**src/hw/rtl/matrix4x4_multiply_defines.svh**
```systemverilog
// Assertion macros for the 4x4 matrix multiplier.
`ifndef MATRIX4X4_MULTIPLY_DEFINES_SVH
`define MATRIX4X4_MULTIPLY_DEFINES_SVH
`ifndef NO_ASSERTIONS
`define M4M_ASSERT(lbl, ante, cons, msg) \
  lbl: assert property (@(posedge clk_i) disable iff (!rst_ni) (ante) |-> (cons)) \
    else $error(msg);
`define M4M_ASSERT_NEXT(lbl, ante, cons, msg) \
  lbl: assert property (@(posedge clk_i) disable iff (!rst_ni) (ante) |=> (cons)) \
    else $error(msg);
`else
`define M4M_ASSERT(lbl, ante, cons, msg)
`define M4M_ASSERT_NEXT(lbl, ante, cons, msg)
`endif
`endif

```
**src/hw/rtl/m4m_pkg.sv**
```systemverilog
// Types and constants shared by the 4x4 matrix multiplier.
`timescale 1ns / 1ps
package m4m_pkg;
  localparam int DATA_W        = 32;
  localparam int DIM           = 4;
  localparam int DEPTH         = DIM * DIM;
  localparam int IDX_W         = 2;
  localparam int ADDR_W        = 2 * IDX_W;
  localparam int SEQ_W         = 3 * IDX_W;
  localparam int PROD_W        = 2 * DATA_W;
  localparam int FRAC_BITS_DEF = 16;

  typedef enum logic [1:0] {
    FUNC_LOAD_L = 2'd0,
    FUNC_LOAD_R = 2'd1,
    FUNC_MULT   = 2'd2
  } m4m_func_e;

  typedef struct packed {
    logic             valid;
    logic [IDX_W-1:0] c;
    logic [IDX_W-1:0] r;
    logic [IDX_W-1:0] k;
    logic             last;
  } m4m_tag_t;

  typedef struct packed {
    logic              valid;
    logic [IDX_W-1:0]  c;
    logic [IDX_W-1:0]  r;
    logic [DATA_W-1:0] value;
    logic              last;
  } m4m_res_t;
endpackage

```
**src/hw/rtl/m4m_ram.sv**
```systemverilog
// Generic single-write, single-read RAM with registered read data.
`timescale 1ns / 1ps
module m4m_ram #(
  parameter int WIDTH = 32,
  parameter int DEPTH = 16
) (
  input  logic                     clk_i,
  input  logic                     we_i,
  input  logic [$clog2(DEPTH)-1:0] waddr_i,
  input  logic [WIDTH-1:0]         wdata_i,
  input  logic [$clog2(DEPTH)-1:0] raddr_i,
  output logic [WIDTH-1:0]         rdata_o
);
  logic [WIDTH-1:0] mem_q [DEPTH];
  logic [WIDTH-1:0] rdata_q;

  always_ff @(posedge clk_i) begin
    if (we_i) begin
      mem_q[waddr_i] <= wdata_i;
    end
    rdata_q <= mem_q[raddr_i];
  end

  assign rdata_o = rdata_q;
endmodule

```
**src/hw/rtl/m4m_mac.sv**
```systemverilog
// Multiply-accumulate datapath: product, floor shift, four-term sum, saturation.
`timescale 1ns / 1ps
module m4m_mac #(
  parameter int FRAC_BITS = m4m_pkg::FRAC_BITS_DEF
) (
  input  logic                              clk_i,
  input  logic                              rst_ni,
  input  m4m_pkg::m4m_tag_t                 tag_i,
  input  logic signed [m4m_pkg::DATA_W-1:0] l_i,
  input  logic signed [m4m_pkg::DATA_W-1:0] r_i,
  output m4m_pkg::m4m_res_t                 res_o
);
  import m4m_pkg::*;

  localparam logic signed [PROD_W-1:0] SatMax = PROD_W'(64'sd2147483647);
  localparam logic signed [PROD_W-1:0] SatMin = -PROD_W'(64'sd2147483648);

  logic signed [PROD_W-1:0] prod_q;
  m4m_tag_t                 tag_q;
  logic signed [PROD_W-1:0] acc_q, acc_d;
  logic signed [PROD_W-1:0] term;
  logic signed [PROD_W-1:0] sum;
  logic [DATA_W-1:0]        sat;
  m4m_res_t                 res_q, res_d;

  always_ff @(posedge clk_i) begin
    prod_q <= PROD_W'(l_i) * PROD_W'(r_i);
  end

  always_ff @(posedge clk_i or negedge rst_ni) begin
    if (!rst_ni) begin
      tag_q <= '0;
    end else begin
      tag_q <= tag_i;
    end
  end

  always_comb begin
    term = prod_q >>> FRAC_BITS;
    sum  = ((tag_q.k == '0) ? '0 : acc_q) + term;
    if (sum > SatMax) begin
      sat = SatMax[DATA_W-1:0];
    end else if (sum < SatMin) begin
      sat = SatMin[DATA_W-1:0];
    end else begin
      sat = sum[DATA_W-1:0];
    end
    acc_d       = tag_q.valid ? sum : acc_q;
    res_d.valid = tag_q.valid && (tag_q.k == IDX_W'(DIM - 1));
    res_d.c     = tag_q.c;
    res_d.r     = tag_q.r;
    res_d.value = sat;
    res_d.last  = tag_q.last;
  end

  always_ff @(posedge clk_i) begin
    acc_q <= acc_d;
  end

  always_ff @(posedge clk_i or negedge rst_ni) begin
    if (!rst_ni) begin
      res_q <= '0;
    end else begin
      res_q <= res_d;
    end
  end

  assign res_o = res_q;
endmodule

```
**src/hw/rtl/matrix4x4_multiply.sv**
```systemverilog
// Top level of the 4x4 matrix multiplier: command decode, sequencer, matrix RAMs.
//
// Channel   Direction  Handshake                 Payload
// command   in         start_i & !busy_o         func_i col_i row_i value_i
// result    out        out_strobe_o, one cycle   out_col_o out_row_o out_value_o last_o
//
// A multiply keeps busy_o high from acceptance until the last result: one RAM
// read pair per cycle over 64 (column, row, k) steps, set by the single read
// port of each matrix RAM, then the RAM read, product and result registers;
// one result leaves after each four k steps. Reset is asynchronous; matrix
// contents are undefined until loaded. Results cannot be stalled.
`timescale 1ns / 1ps
`include "matrix4x4_multiply_defines.svh"
module matrix4x4_multiply #(
  parameter int FRAC_BITS = m4m_pkg::FRAC_BITS_DEF
) (
  input  logic                              clk_i,
  input  logic                              rst_ni,
  input  logic                              start_i,
  output logic                              busy_o,
  input  logic [1:0]                        func_i,
  input  logic [m4m_pkg::IDX_W-1:0]         col_i,
  input  logic [m4m_pkg::IDX_W-1:0]         row_i,
  input  logic signed [m4m_pkg::DATA_W-1:0] value_i,
  output logic                              out_strobe_o,
  output logic [m4m_pkg::IDX_W-1:0]         out_col_o,
  output logic [m4m_pkg::IDX_W-1:0]         out_row_o,
  output logic signed [m4m_pkg::DATA_W-1:0] out_value_o,
  output logic                              last_o
);
  import m4m_pkg::*;

  logic              accept;
  logic              mult_go;
  logic              we_l, we_r;
  logic [ADDR_W-1:0] waddr;
  logic [ADDR_W-1:0] raddr_l, raddr_r;
  logic [DATA_W-1:0] rdata_l, rdata_r;
  logic              busy_q, busy_d;
  logic              run_q, run_d;
  logic [SEQ_W-1:0]  cnt_q, cnt_d;
  m4m_tag_t          tag_q, tag_d;
  m4m_res_t          res;

  assign accept  = start_i && !busy_q;
  assign mult_go = accept && (func_i == FUNC_MULT);
  assign we_l    = accept && (func_i == FUNC_LOAD_L);
  assign we_r    = accept && (func_i == FUNC_LOAD_R);
  assign waddr   = {col_i, row_i};

  // cnt = {c, r, k}; left is addressed {k, r}, right {c, k}
  assign raddr_l = {cnt_q[IDX_W-1:0], cnt_q[2*IDX_W-1:IDX_W]};
  assign raddr_r = {cnt_q[SEQ_W-1:2*IDX_W], cnt_q[IDX_W-1:0]};

  always_comb begin
    run_d  = run_q;
    cnt_d  = cnt_q;
    busy_d = busy_q;
    if (mult_go) begin
      run_d  = 1'b1;
      cnt_d  = '0;
      busy_d = 1'b1;
    end else if (run_q) begin
      cnt_d = cnt_q + SEQ_W'(1);
      if (cnt_q == '1) begin
        run_d = 1'b0;
      end
    end
    if (res.valid && res.last) begin
      busy_d = 1'b0;
    end
    tag_d.valid = run_q;
    tag_d.c     = cnt_q[SEQ_W-1:2*IDX_W];
    tag_d.r     = cnt_q[2*IDX_W-1:IDX_W];
    tag_d.k     = cnt_q[IDX_W-1:0];
    tag_d.last  = (cnt_q == '1);
  end

  always_ff @(posedge clk_i or negedge rst_ni) begin
    if (!rst_ni) begin
      busy_q <= 1'b0;
      run_q  <= 1'b0;
      cnt_q  <= '0;
      tag_q  <= '0;
    end else begin
      busy_q <= busy_d;
      run_q  <= run_d;
      cnt_q  <= cnt_d;
      tag_q  <= tag_d;
    end
  end

  m4m_ram #(
    .WIDTH(DATA_W),
    .DEPTH(DEPTH)
  ) u_ram_l (
    .clk_i  (clk_i),
    .we_i   (we_l),
    .waddr_i(waddr),
    .wdata_i(value_i),
    .raddr_i(raddr_l),
    .rdata_o(rdata_l)
  );

  m4m_ram #(
    .WIDTH(DATA_W),
    .DEPTH(DEPTH)
  ) u_ram_r (
    .clk_i  (clk_i),
    .we_i   (we_r),
    .waddr_i(waddr),
    .wdata_i(value_i),
    .raddr_i(raddr_r),
    .rdata_o(rdata_r)
  );

  m4m_mac #(
    .FRAC_BITS(FRAC_BITS)
  ) u_mac (
    .clk_i (clk_i),
    .rst_ni(rst_ni),
    .tag_i (tag_q),
    .l_i   (rdata_l),
    .r_i   (rdata_r),
    .res_o (res)
  );

  assign busy_o       = busy_q;
  assign out_strobe_o = res.valid;
  assign out_col_o    = res.c;
  assign out_row_o    = res.r;
  assign out_value_o  = res.value;
  assign last_o       = res.valid && res.last;

  `M4M_ASSERT(a_strobe_busy, out_strobe_o, busy_o, "result beat while not busy")
  `M4M_ASSERT(a_run_busy, run_q || tag_q.valid, busy_q, "sequencer active while idle")
  `M4M_ASSERT_NEXT(a_go_busy, mult_go, busy_o && run_q, "multiply did not start")
  `M4M_ASSERT_NEXT(a_last_idle, out_strobe_o && last_o, !busy_o, "busy after last beat")
  `M4M_ASSERT(a_no_write_run, we_l || we_r, !run_q, "load during multiply")
endmodule
```
**config.mk**
```make
export PLATFORM = sky130hd
export DESIGN_NAME = matrix4x4_multiply
export DESIGN_NICKNAME = d
export VERILOG_FILES = /design/src/hw/rtl/m4m_pkg.sv /design/src/hw/rtl/m4m_ram.sv /design/src/hw/rtl/m4m_mac.sv /design/src/hw/rtl/matrix4x4_multiply.sv
export VERILOG_INCLUDE_DIRS = /design/src /design/src/hw/rtl
export SDC_FILE = /design/constraint.sdc
export NUM_CORES = 2
export LEC_CHECK = 0
export ABC_AREA = 1
export BUFFER_PORTS_ARGS = -buffer_cell sky130_fd_sc_hd__buf_2
export CAP_MARGIN = 10
export CORE_MARGIN = 2
export CORE_UTILIZATION = 61
export CTS_CLUSTER_SIZE = 12
export DETAILED_ROUTE_END_ITERATION = 16
export GPL_TIMING_DRIVEN = 0
export HOLD_SLACK_MARGIN = 0.02
export MAX_ROUTING_LAYER = met4
export PLACE_DENSITY = 0.77
export SLEW_MARGIN = 10
export SYNTH_ARGS = -nofsm -noshare
export SYNTH_HDL_FRONTEND = slang
export SYNTH_SLANG_ARGS = --single-unit
```
**constraint.sdc**
```tcl
create_clock -name clk_i -period 16.5 [get_ports clk_i]
set_input_delay 1.65 -clock clk_i [delete_from_list [all_inputs] [get_ports clk_i]]
set_output_delay 1.65 -clock clk_i [all_outputs]
set_load 0.01 [all_outputs]
```
# Word-level counts from Yosys, hierarchy flattened
# Memories as Yosys holds them, arrays and structs flattened. A register that Yosys moved wholly into a read port is not among the register bits.
# Cells that the tools add are included.
totals:
  memories: 2
  ram_bits: 1024
  wordCells: 56
  register_bits: 190
  input_bits: 41
op_classes:
  n_reduce_logical: 11
  n_mux: 14
  multipliers: 1
  order_cmp: 2
  n_eq_ne: 4
  n_addsub: 2
memory_table:
  columns: ["name", "words", "width", "read_ports", "rd_clocked_by_memory_dff", "wr", "line_no", "source"]
  rows:
  - ["u_ram_l.mem_q", 16, 32, 1, 1, 1, "m4m_ram.sv:14", "logic [WIDTH-1:0] mem_q [DEPTH];"]
  - ["u_ram_r.mem_q", 16, 32, 1, 1, 1, "m4m_ram.sv:14", null]
op_table:
  columns: ["cell", "n"]
  rows:
  - ["adder 64 bit", 1]
  - ["> comparator 64 x 32 -> 1 bit (second input constant)", 1]
  - ["less-than comparator 64 x 32 -> 1 bit (second input constant)", 1]
  - ["multiplier 32 x 32 -> 64 bit", 1]
  - ["2-to-1 mux 32 bit", 2]
  - ["2-to-1 mux 64 bit", 1]
  - ["2-to-1 mux 6 bit", 2]
  - ["2-to-1 mux 1 bit", 9]
  - ["adder 6 x 1 -> 6 bit (second input constant)", 1]
  - ["equality test 6 bit (second input constant)", 1]
  - ["logical AND 1 bit", 6]
  - ["equality test 2 bit (second input constant)", 2]
  - ["logical NOT 2 bit", 2]
  - ["nonzero test 2 bit", 2]
  - ["equality test 2 x 1 -> 1 bit (second input constant)", 1]
  - ["logical NOT 1 bit", 1]

# Depth between registers and ports, before layout
logic_depth:
  depth_word: 6
  depth_mapped: 31
  mapped_depth_nobuf: 30

# By module
# From an unflattened synthesis, not the netlist that was laid out.
unflattened:
  cells_unflattened: 10708
  hier_area_um2: 94635.8
by_module_without_submodules:
  columns: ["mod", "cells_per_inst", "seq_area_each_um2", "n_inst", "area_each_um2"]
  rows:
  - ["m4m_mac", 6409, 4033.9, 1, 48531.5]
  - ["m4m_ram", 2120, 16015.4, 2, 22730.6]
  - ["matrix4x4_multiply", 59, 400.4, 1, 643.1]

# Worst setup path after synthesis
# Ideal clock, no wire load.
synth_timing:
  path_type: "flip-flop to flip-flop"
  startpoint: "register u_ram_l.rdata_q[31], in the netlist u_ram_l.rdata_o[31], read port of u_ram_l.mem_q"
  endpoint: "register u_mac.prod_q[59]"
  period_less_slack_ns: 7.220
  stages_incl_launch_ff: 26
  path_buffers: 1
  setup_ns: 0.120
  arrival_ns: 7.100
  path_slack_ns: 9.280
  cell_sequence: "dfxtp_1 -> clkbuf_1 -> nand2_1 -> inv_1 -> fa_1 -> inv_1 -> fa_1 -> inv_1 -> fa_1 -> fa_1 -> inv_1 -> fa_1 -> inv_1 -> fa_1 -> inv_1 -> fa_1 -> fa_1 -> inv_1 -> ha_1 -> a21oi_1 -> o21a_1 -> o21ai_0 -> a31o_2 -> a221oi_1 -> nand2_1 -> xor2_1"
synth_via:
  elab_chain_cells: 1
synth_rtl:
  columns: ["item", "line_no", "source"]
  rows:
  - ["from (decl)", "m4m_ram.sv:15", "logic [WIDTH-1:0] rdata_q;"]
  - ["multiplier 32 x 32 -> 64 bit", "m4m_mac.sv:27", "prod_q <= PROD_W'(l_i) * PROD_W'(r_i);"]
  - ["to (signal assigned)", "m4m_mac.sv:27", null]
  - ["to (decl)", "m4m_mac.sv:18", "logic signed [PROD_W-1:0] prod_q;"]
# Every way passes these cells.
# A chain may end at the register's enable or synchronous reset.

# Final worst setup path
layout_timing:
  startpoint: "register u_ram_r.rdata_q[7], in the netlist u_ram_r.rdata_o[7], read port of u_ram_r.mem_q"
  endpoint: "register u_mac.prod_q[59]"
layout_via:
  elab_chain_cells: 1
layout_rtl:
  columns: ["item", "line_no"]
  rows:
  - ["from (decl)", "m4m_ram.sv:15"]
  - ["multiplier 32 x 32 -> 64 bit", "m4m_mac.sv:27"]
# Every way passes these cells.

==> key figures <==
Outcome
  • Status: finished clean

Synthesis
  • Post-Synth Adder-Cell Area: 27.44%
  • Synth Area in XOR/XNOR: 0.7667%
  • Syn nets: between 10,000 and 15,000
  • Area leader, netlist: edfxtp_1
  • Cell variety after synth: 48
  • Async S/R FF share, synth: slightly below 5%
  • Most common cell in the netlist: inv_1
  • Number of synthesized flops with an enable pin: about 1,100
  • Register bit count reported by yosys: about 1,300
  • Multiplexer area fraction after synthesis: less than 1%
  • Top cells by area, synth: edfxtp_1, fa_1, inv_1
  • List of most frequent post-synthesis cells: inv_1, nand2_1, edfxtp_1
  • Largest family of logic cells by synthesized area: adder cells
  • Warning count from the yosys run: 0
  • Syn Area/Cell: between 9 and 10 um2
  • Register area share after synthesis: around 40%
  • Synth Cell Area: 90,080 um2
  • Simple-Gate Fraction of Synth Area: between 10% and 20%
  • Post-Syn Instances: about 9,300
  • Post-synth top area share: a little over a third
  • Compound-Gate Fraction of Synth Area: 6.212%
  • Top_reg_cell synth: edfxtp_1

Min path
  • Hold Startpoint: tag_q[1]$_DFF_PN0_
  • Min-delay worst type: flip-flop to flip-flop
  • Hold Path End: u_mac.tag_q[1]$_DFF_PN0_
  • Worst hold path cell count: 0

Setup path
  • Crit Path Category: flip-flop to flip-flop
  • WP buf/inv: 10
  • CP endpoint kind: flip-flop
  • Crit Reg-Reg Startpoint: u_ram_r.rdata_o[7]$_DFF_P_
  • Reg2Reg Depth: 27
  • Worst path required time: 17.19 ns
  • Maximum fanout along the worst path: 10
  • Slack of the worst reg-to-reg path: ~6.3 ns
  • Most used cell along the critical path: inv_1
  • Critical path launch point type: flip-flop
  • WP depth: 27
  • Slowest stage cell, crit path: fa_1
  • CP arrival: 10.89 ns
  • Worst flop-to-flop path endpoint: u_mac.prod_q[59]$_DFF_P_
  • Crit-path max cell delay: 1.03 ns
  • CP delay by family, top: adder cells

GRT
  • Remaining Overflow, GRT: 0
  • Vias in the first global route: approximately 69,000
  • First-pass GRT wire length: about 440 mm
  • All-Layer GR Usage: between 40% and 50%
  • Largest net degree at the start of global routing: 50
  • Antenna violations before repair: 6

STA
  • Final clock skew: between 0.05 and 0.06 ns
  • Minimum clock period: approximately 10 ns
  • Max Freq: 0.09809 GHz
  • Tcrit/Tclk final: between 60% and 70%
  • Worst slew pin tran: approximately 1.4 ns
  • Slew margin rel.: around 5.2%
  • Total negative slack: 0 ns
  • Fin. Hold Viols: 0
  • # setup viols final: 0
  • RSZ-0062 raised after global routing: no
  • Slew Viols, Final: 0

CTS
  • Root buffer cell: clkbuf_16
  • Setup bufs post-CTS: 0
  • Total CTS buffers: 130
  • CTS resizes: 0
  • CTS clk-pin slew, worst paths: roughly 0.060 ns
  • H-Tree Depth: 4
  • # hold bufs at CTS: 0
  • CTS Buffer Depth: 3
  • CTS tree: done
  • Clock tree sinks: approximately 1,300
  • Worst-Skew Late Latency: ~0.8 ns

Routing
  • DRT Wirelength: slightly above 300 mm
  • Vias per cell: between 5 and 6
  • Pre-antenna DRT Iters: 6
  • Post-route ant nets: 0
  • Drc violations: 0
  • Average wire per standard cell: 26.17 um
  • Detailed Route Iter0 Violations: 8,364
  • Via total after detailed routing: 67,810

Die
  • Die area: around 150,000 um2
  • Core region area: ~150,000 um2
  • Row count: 141
  • Initial Util: roughly three fifths
  • IO Pins: 80
  • Chip height: around 390 um
  • Die X: between 300 and 400 um

Layout
  • Fillers: ~12,000
  • Non-filler cells, final: between 10,000 and 15,000
  • Storage cell area: about 36,000 um2
  • Multi-input logic area: around 44,000 um2
  • Syn-to-layout area delta: 8.802%
  • Share of cells above drive strength 1: between 4 and 5%
  • Final nets: between 10,000 and 15,000
  • Post-route core utilization: around two thirds

Run
  • Maxcap violations: 0

Place
  • I/O Buffers: 79
  • DP Cell Count: around 11,000
  • Routability Congestion: between 1 and 1.5
  • DPL Wire Length: roughly 230 mm

Power and ir drop
  • PwrDens: 64.91 nW/um2
  • Leakage power: ~45 nW
  • Worst IR Drop VDD: 0.0001124 V
## placed cells by master, fill, tap and decap left out, types with 12 or more instances in the layout
master / n
inv_1: 2045
nand2_1: 2043
edfxtp_1: 1088
fa_1: 1081
nor2_1: 733
o21ai_0: 443
clkbuf_1: 412
ha_1: 244
nand3_1: 210
a21oi_1: 144
clkbuf_16: 132
dfxtp_1: 112
buf_2: 81
o32ai_1: 72
a221oi_1: 67
a22oi_1: 64
dfrtp_1: 61
o221ai_1: 58
mux2i_1: 56
xor2_1: 54
nand4_1: 42
buf_4: 41
nor2_4: 33
nor2_2: 27
nor3_1: 26
buf_12: 26
xnor2_1: 23
a31oi_1: 21
nand2_2: 17
clkinv_16: 14
o21a_1: 13
buf_1: 12
o211ai_1: 12
## layout make-up
class	instances	area share [%]
Buffer	423	1.799
Clock inverter	32	0.6000
Antenna cell	8	0.02043
Clock buffer	182	3.582
Tap cell	1930	2.464
Timing Repair Buffer	114	1.169
Sequential cell	1262	37.21
Inverter	2056	7.874
Multi-Input combinational cell	5543	45.28
## flip-flops by register name (all words and copies together), names as in the netlist
name / flops
u_ram_l.mem_q: 512
u_ram_r.mem_q: 512
u_mac.acc_q: 64
u_mac.prod_q: 48
u_mac.res_o: 38
u_ram_l.rdata_o: 32
u_ram_r.rdata_o: 32
tag_q: 8
cnt_q: 6
u_mac.res_d: 5
u_mac.tag_q: 3
busy_o: 1
run_q: 1
## power breakdown
group          leakage, nW  switching (mW)  internal [mW]
Combinational         32.0          0.0611        0.00483
Sequential            11.5               0           3.46
Clock                 1.95            1.27           1.56
Total                 45.4            1.34           5.03
## metrics by stage
| stage | setup slack, ns | total power, mW | hold slack, ns | cell area [um2] |
|---|---|---|---|---|
| floorplan | 9.280 | 3.530 | 0.3312 | 90080 |
| global placement | 6.688 | 3.584 | 0.3315 | 92890 |
| detailed placement | 6.677 | 3.591 | 0.3347 | 93890 |
| CTS | 6.607 | 6.363 | 0.3475 | 97980 |
| global route | 6.070 | 6.494 | 0.3489 | 98000 |
| finish | 6.305 | 6.362 | 0.3452 | 98010 |
## cell families (layout without fill, tap and decap cells)
logic type / count (synthesis) / in the layout
other: 0 / 8
and+or+nand+nor: 3171 / 3171
adders and majority gates: 1326 / 1326
xor gates and xnor gates: 78 / 78
AOI/OAI and AO/OA: 912 / 912
muxes: 56 / 56
buffers and inverters: 2479 / 2807
DFF: 1262 / 1262
## metal layers
layer / vias up / GRT usage (%) / part of all wire [%]
li1: 29270 / - / -
met1: 33400 / 52.83 / 37
met2: 4242 / 63.69 / 45
met3: 903 / 8.574 / 11
met4: 0 / 24.42 / 7.2
met5: - / - / 0
## worst max-delay path by stage
stage | start | to | slack [ns]
4_1_cts | u_ram_r.rdata_o[7]$_DFF_P_ | u_mac.prod_q[59]$_DFF_P_ | 6.61
3_3_place_gp | u_ram_r.rdata_o[7]$_DFF_P_ | u_mac.prod_q[59]$_DFF_P_ | 6.69
3_5_place_dp | u_ram_r.rdata_o[7]$_DFF_P_ | u_mac.prod_q[59]$_DFF_P_ | 6.68
2_1_floorplan | u_ram_l.rdata_o[31]$_DFF_P_ | u_mac.prod_q[59]$_DFF_P_ | 9.28
5_1_grt | u_ram_r.rdata_o[7]$_DFF_P_ | u_mac.prod_q[59]$_DFF_P_ | 6.07
6_report | u_ram_r.rdata_o[7]$_DFF_P_ | u_mac.prod_q[59]$_DFF_P_ | 6.30
Power figures use the tool's default switching activity.
